**config.mk**
```make
export PLATFORM = sky130hd
export DESIGN_NAME = vtd_ctrl
export DESIGN_NICKNAME = d
export VERILOG_FILES = /design/src/rtl/core/vtd_pkg.sv /design/src/rtl/core/vtd_ctrl.sv
export SDC_FILE = /design/constraint.sdc
export NUM_CORES = 1
export LEC_CHECK = 0
export ABC_AREA = 1
export BUFFER_PORTS_ARGS = -buffer_cell sky130_fd_sc_hd__buf_2
export CAP_MARGIN = 10
export CORE_AREA = 4 4 41 43
export DETAILED_ROUTE_END_ITERATION = 12
export DIE_AREA = 0 0 45 47
export GPL_TIMING_DRIVEN = 0
export PLACE_DENSITY = 0.43
export SYNTH_ARGS = -nofsm -noshare
export SYNTH_HDL_FRONTEND = slang
export SYNTH_SLANG_ARGS = --single-unit
export TNS_END_PERCENT = 5
```
**constraint.sdc**
```tcl
create_clock -name clk -period 1.64 [get_ports clk]
set_clock_uncertainty 0.2 [all_clocks]
set_input_delay 0.082 -clock clk [delete_from_list [all_inputs] [get_ports clk]]
set_output_delay 0.082 -clock clk [all_outputs]
set_load 0.05 [all_outputs]
```
**src/rtl/core/vtd_pkg.sv**
```systemverilog
// Shared constants, codes, types and helper functions for the vertex triple deduplicator.
// Used by vtd_ctrl, vtd_datapath and vertex_triple_deduplicator; depends on nothing.

package vtd_pkg;

  // Sizing of the vertex store and the attribute index space.
  localparam int MAX_VERTICES   = 4096;
  localparam int MAX_ATTRIBUTES = 65536;

  // Field widths of one item and one result.
  localparam int ATTR_W     = 17;
  localparam int OUT_VTX_W  = 12;
  localparam int STAT_W     = 3;
  localparam int KEY_W      = 3 * ATTR_W;

  // Vertex numbers, the vertex count (which must reach MAX_VERTICES) and the hash slots.
  // The slot table has twice as many entries as vertices, so a free slot always exists.
  localparam int VTX_W      = $clog2(MAX_VERTICES);
  localparam int CNT_W      = VTX_W + 1;
  localparam int SLOT_W     = VTX_W + 1;
  localparam int SLOT_DEPTH = 2 ** SLOT_W;

  // Configuration register indices.
  localparam int CFG_IDX_W = 2;
  localparam logic [CFG_IDX_W-1:0] REG_POSITION_COUNT = 2'd0;
  localparam logic [CFG_IDX_W-1:0] REG_TEXCOORD_COUNT = 2'd1;
  localparam logic [CFG_IDX_W-1:0] REG_NORMAL_COUNT   = 2'd2;

  // Result status codes.
  localparam logic [STAT_W-1:0] STAT_OK       = 3'd0;
  localparam logic [STAT_W-1:0] STAT_POSITION = 3'd1;
  localparam logic [STAT_W-1:0] STAT_TEXCOORD = 3'd2;
  localparam logic [STAT_W-1:0] STAT_NORMAL   = 3'd3;
  localparam logic [STAT_W-1:0] STAT_FULL     = 3'd4;
  localparam logic [STAT_W-1:0] STAT_HALTED   = 3'd5;

  // Commands from the controller to the datapath.
  typedef struct packed {
    logic load;          // latch a new item, clear the mesh on start of mesh
    logic emit_halted;   // return the halted result at once
    logic rd_slot;       // read the hash slot under the probe pointer
    logic rd_vert;       // read key and owner slot of the vertex found there
    logic next_probe;    // step the probe pointer to the following slot
    logic emit_hit;      // return the stored vertex
    logic resolve_miss;  // range check, insert or report, and return the result
  } vtd_cmd_t;

  // Status from the datapath to the controller.
  typedef struct packed {
    logic halt_now;      // the mesh is halted and this item does not restart it
    logic live;          // the probed slot belongs to a vertex of the current mesh
    logic match;         // that vertex carries the key of the current item
  } vtd_stat_t;

  // Fold the packed triple onto the slot index by XOR of its bits.
  function automatic logic [SLOT_W-1:0] slot_hash(input logic [KEY_W-1:0] key);
    logic [SLOT_W-1:0] h;
    int                j;
    h = '0;
    j = 0;
    for (int i = 0; i < KEY_W; i++) begin
      h[j] = h[j] ^ key[i];
      j    = (j == SLOT_W - 1) ? 0 : j + 1;
    end
    return h;
  endfunction

  // True when the signed index is non-negative and below the clamped count.
  function automatic logic attr_in_range(input logic [ATTR_W-1:0] idx,
                                         input logic [ATTR_W-1:0] count);
    logic [31:0] lim;
    logic [31:0] val;
    lim = ({15'd0, count} > 32'(MAX_ATTRIBUTES)) ? 32'(MAX_ATTRIBUTES) : {15'd0, count};
    val = {16'd0, idx[ATTR_W-2:0]};
    return !idx[ATTR_W-1] && (val < lim);
  endfunction

endpackage

```
**src/rtl/core/vtd_ctrl.sv**
```systemverilog
// Controller state machine of the vertex triple deduplicator: sequences the hash probe.
// Depends on vtd_pkg for the command and status structs.

module vtd_ctrl (
  input  logic                clk,
  input  logic                rst_n,
  input  logic                start,
  output logic                busy,
  input  vtd_pkg::vtd_stat_t  stat,
  output vtd_pkg::vtd_cmd_t   cmd
);
  import vtd_pkg::*;

  localparam logic [1:0] S_IDLE = 2'd0;
  localparam logic [1:0] S_SLOT = 2'd1;
  localparam logic [1:0] S_VERT = 2'd2;
  localparam logic [1:0] S_EVAL = 2'd3;

  logic [1:0] state_r;
  logic [1:0] state_nxt;

  // Next state and commands.
  always_comb begin
    state_nxt = state_r;
    cmd       = '0;
    case (state_r)
      S_IDLE: begin
        if (start) begin
          cmd.load = 1'b1;
          if (stat.halt_now) begin
            cmd.emit_halted = 1'b1;
          end else begin
            state_nxt = S_SLOT;
          end
        end
      end
      S_SLOT: begin
        cmd.rd_slot = 1'b1;
        state_nxt   = S_VERT;
      end
      S_VERT: begin
        cmd.rd_vert = 1'b1;
        state_nxt   = S_EVAL;
      end
      S_EVAL: begin
        if (stat.live && stat.match) begin
          cmd.emit_hit = 1'b1;
          state_nxt    = S_IDLE;
        end else if (stat.live) begin
          cmd.next_probe = 1'b1;
          state_nxt      = S_SLOT;
        end else begin
          cmd.resolve_miss = 1'b1;
          state_nxt        = S_IDLE;
        end
      end
      default: begin
        state_nxt = S_IDLE;
      end
    endcase
  end

  // State register.
  always_ff @(posedge clk) begin
    if (!rst_n) begin
      state_r <= S_IDLE;
    end else begin
      state_r <= state_nxt;
    end
  end

  assign busy = (state_r != S_IDLE);

endmodule

```
==> results.sh <==
export IMPL_status="finished clean"
export IMPL_cts_clk_slew_worst_paths_ns=0.03
export IMPL_num_vias=231
export IMPL_drive_above_1_share=0.440
export IMPL_max_cap_violations=0
export IMPL_top_regs="state_r: 2 flops"
export IMPL_drt_iter0_drc=2
export IMPL_route_detailed_drc=0
export IMPL_critPathArrivalTime_ns=1.26
export IMPL_layout_nets=63
export IMPL_synthTopCellsByCount="9 x inv_1, 5 x ha_1, 5 x nand2_1"
export IMPL_synth_compound_area_share=0.0888
export IMPL_ant_nets=0
export IMPL_worst_path_stages=5
export IMPL_synthDistinctLibCells=10
export IMPL_synthAdderAreaFrac=0.296
export IMPL_worst_path_buf_inv=3
export IMPL_grt_pass1_wl_um=655
export IMPL_gp_congestion=0.636
export IMPL_core_area_sq_um=1300
export IMPL_cellPowerDensity_nw_per_um2=1770
export IMPL_post_cts_setup_buffer_count=0
export IMPL_ys_flop_type="dfxtp_1"
export IMPL_die_h_um=47
export IMPL_finalCritPeriodShare=0.942
export IMPL_tns_ns=0
export IMPL_synthDominantCellAreaShare=0.296
export IMPL_setup_violations_final=0
export IMPL_wire_per_inst_um=6.62
export IMPL_grt_pass1_vias=172
export IMPL_clkLatencyLatePin_ns=0.22
export IMPL_synthSimpleGateAreaFrac=0.266
export IMPL_cp_startpoint="state_r[1]"
export IMPL_placed_cells=60
export IMPL_setup_ws_ns=0.0943
export IMPL_min_period_ns=1.55
export IMPL_final_cell_count_no_fill=65
export IMPL_ys_seq_area_frac=0.189
export IMPL_worstPathCellList="inv_1 -> ha_2 -> nand2_1 -> inv_1 -> clkbuf_4"
export IMPL_peakVddDrop_uv=404
export IMPL_syn_avg_cell_area_sq_um=6.61
export IMPL_top_register="state_r"
export IMPL_synth_area_leaders="ha_1 30%, dfxtp_1 19%, inv_1 16%, nand2_1 8.9%, nor2_1 7.1%"
export IMPL_grt_setup_unrepaired="no"
export IMPL_cpLargestDelayFamily="buffers and inverters"
export IMPL_synth_seq_cells=2
export IMPL_synth_top_area_cell="ha_1"
export IMPL_drtPass1Iterations=2
export IMPL_dp_slack_ns=0.251
export IMPL_largest_reg_flops=2
export IMPL_dpl_hpwl_um=374
export IMPL_p_leak_nw=0.212
export IMPL_synth_nets=43
export IMPL_fmax_ghz=0.647
export IMPL_synth_warnings=0
export IMPL_die_x_um=45
export IMPL_synth_xor_area_frac=0
export IMPL_yosysMostFrequentCell="inv_1"
export IMPL_critPathRequiredTime_ns=1.36
export IMPL_finalPower_mw=0.619
export IMPL_syn_area_sq_um=211
export IMPL_syn_inst=32
export IMPL_reg2reg_from="state_r[1]"
export IMPL_end_kind="output port"
export IMPL_overflow=0
export IMPL_design_area_sq_um=349
export IMPL_clockBufferDepth=2
export IMPL_cp_common_cell="inv_1"
export IMPL_hold_worst_slack_ns=0.0579
export IMPL_worstHoldStart="stat[2]"
export IMPL_worst_setup_path_start_kind="flop"
export IMPL_finalMaxSlewViolations=0
export IMPL_cts_tree="built"
export IMPL_timing_hold_worst_path_depth=6
export IMPL_synth_edf_count=0
export IMPL_cpMaxStageDelayCell="dfxtp_1"
export IMPL_io_pins=14
export IMPL_cts_num_sinks=2
export IMPL_area_growth_pct=65.1
export IMPL_avgViaCountPerCell=3.55
export IMPL_min_path_type="in -> reg"
export IMPL_drt_wl_total_um=430
export IMPL_synth_mux_area_frac=0
export IMPL_async_reset_ff_frac=0
export IMPL_final_util=0.268
export IMPL_portBuffers=13
export IMPL_path_max_fanout=4
export IMPL_r2r_cells=5
export IMPL_dpl_cell_area_sq_um=298
export IMPL_worstMarginPinSlew_ns=0.250
export IMPL_antenna_found_initial=0
export IMPL_grt_usage=0.0465
export IMPL_die_area_sq_um=2120
export IMPL_initial_core_util=0.163
export IMPL_rows=13
export IMPL_hold_viol=0
export IMPL_grt_max_degree=6
export IMPL_relSlewSlack=0.835
export IMPL_root_buffer="clkbuf_4"
export IMPL_synth_top_family_by_area="adder cells"
export IMPL_critPathKind="reg -> out"
export IMPL_h_tree_depth=1
export IMPL_max_stage_delay_ns=0.32
export IMPL_cts_inserted_buffers=3
export IMPL_n_antenna_cell=0
repair_timing:
item | 4_1_cts | 5_1_grt
setup endpoints to repair | 0 | 3
hold buffers | 2 | 0
endpoints found under the hold margin | 2 | 0
gates resized for setup | 0 | 5
layer usage:
metal	GRT usage	routed length [um]	up-vias
li1	-	-	130
met1	0.0543	205	87
met2	0.0565	141	14
met3	0.0575	83	0
met4	0	0	0
met5	0	0	-
final timing paths:
| kind | end | slack, ns |
|---|---|---|
| min reg2reg | state_r[0] | 0.29 |
| min | state_r[1] | 0.06 |
| max | cmd[6] | 0.09 |
| max reg2reg | state_r[0] | 0.40 |
logic make-up after synthesis:
kind of cell	after synthesis
buffers and inverters	9
adders and majority gates	5
AOI/OAI and AO/OA	3
and+or+nand+nor	13
DFF	2
where the power goes:
part / internal [mW] / switching, mW / leakage [nW]
Clock: 0.0805 / 0.0258 / 0.0138
Combinational: 0.118 / 0.302 / 0.182
Sequential: 0.0711 / 0.0214 / 0.0168
worst min-delay path, delay by kind of cell:
kind | cells | cell delay, ns
simple gates | 3 | 0.17
buf+inv | 2 | 0.13
compound gates | 1 | 0.05
placed cells by master, fill, tap and decap left out, types with 2 or more instances in the layout:
cell type | Yosys | final
nand2_2 | 2 | 2
nor2_1 | 4 | 3
dlygate4sd3_1 | 0 | 2
nand2_1 | 5 | 5
inv_1 | 9 | 9
nand3_1 | 2 | 2
buf_2 | 0 | 11
clkbuf_4 | 0 | 4
ha_1 | 5 | 4
final cells by class:
| cell class | count | area (sq um) |
|---|---|---|
| Clock buffer | 3 | 22.5 |
| Multi-Input combinational cell | 21 | 143 |
| Timing Repair Buffer | 15 | 90.1 |
| Sequential cell | 2 | 41.3 |
| Tap cell | 15 | 18.8 |
| Fill cell | 152 | 952 |
| Inverter | 9 | 33.8 |
Note: power is estimated with default switching activity, not from simulation.
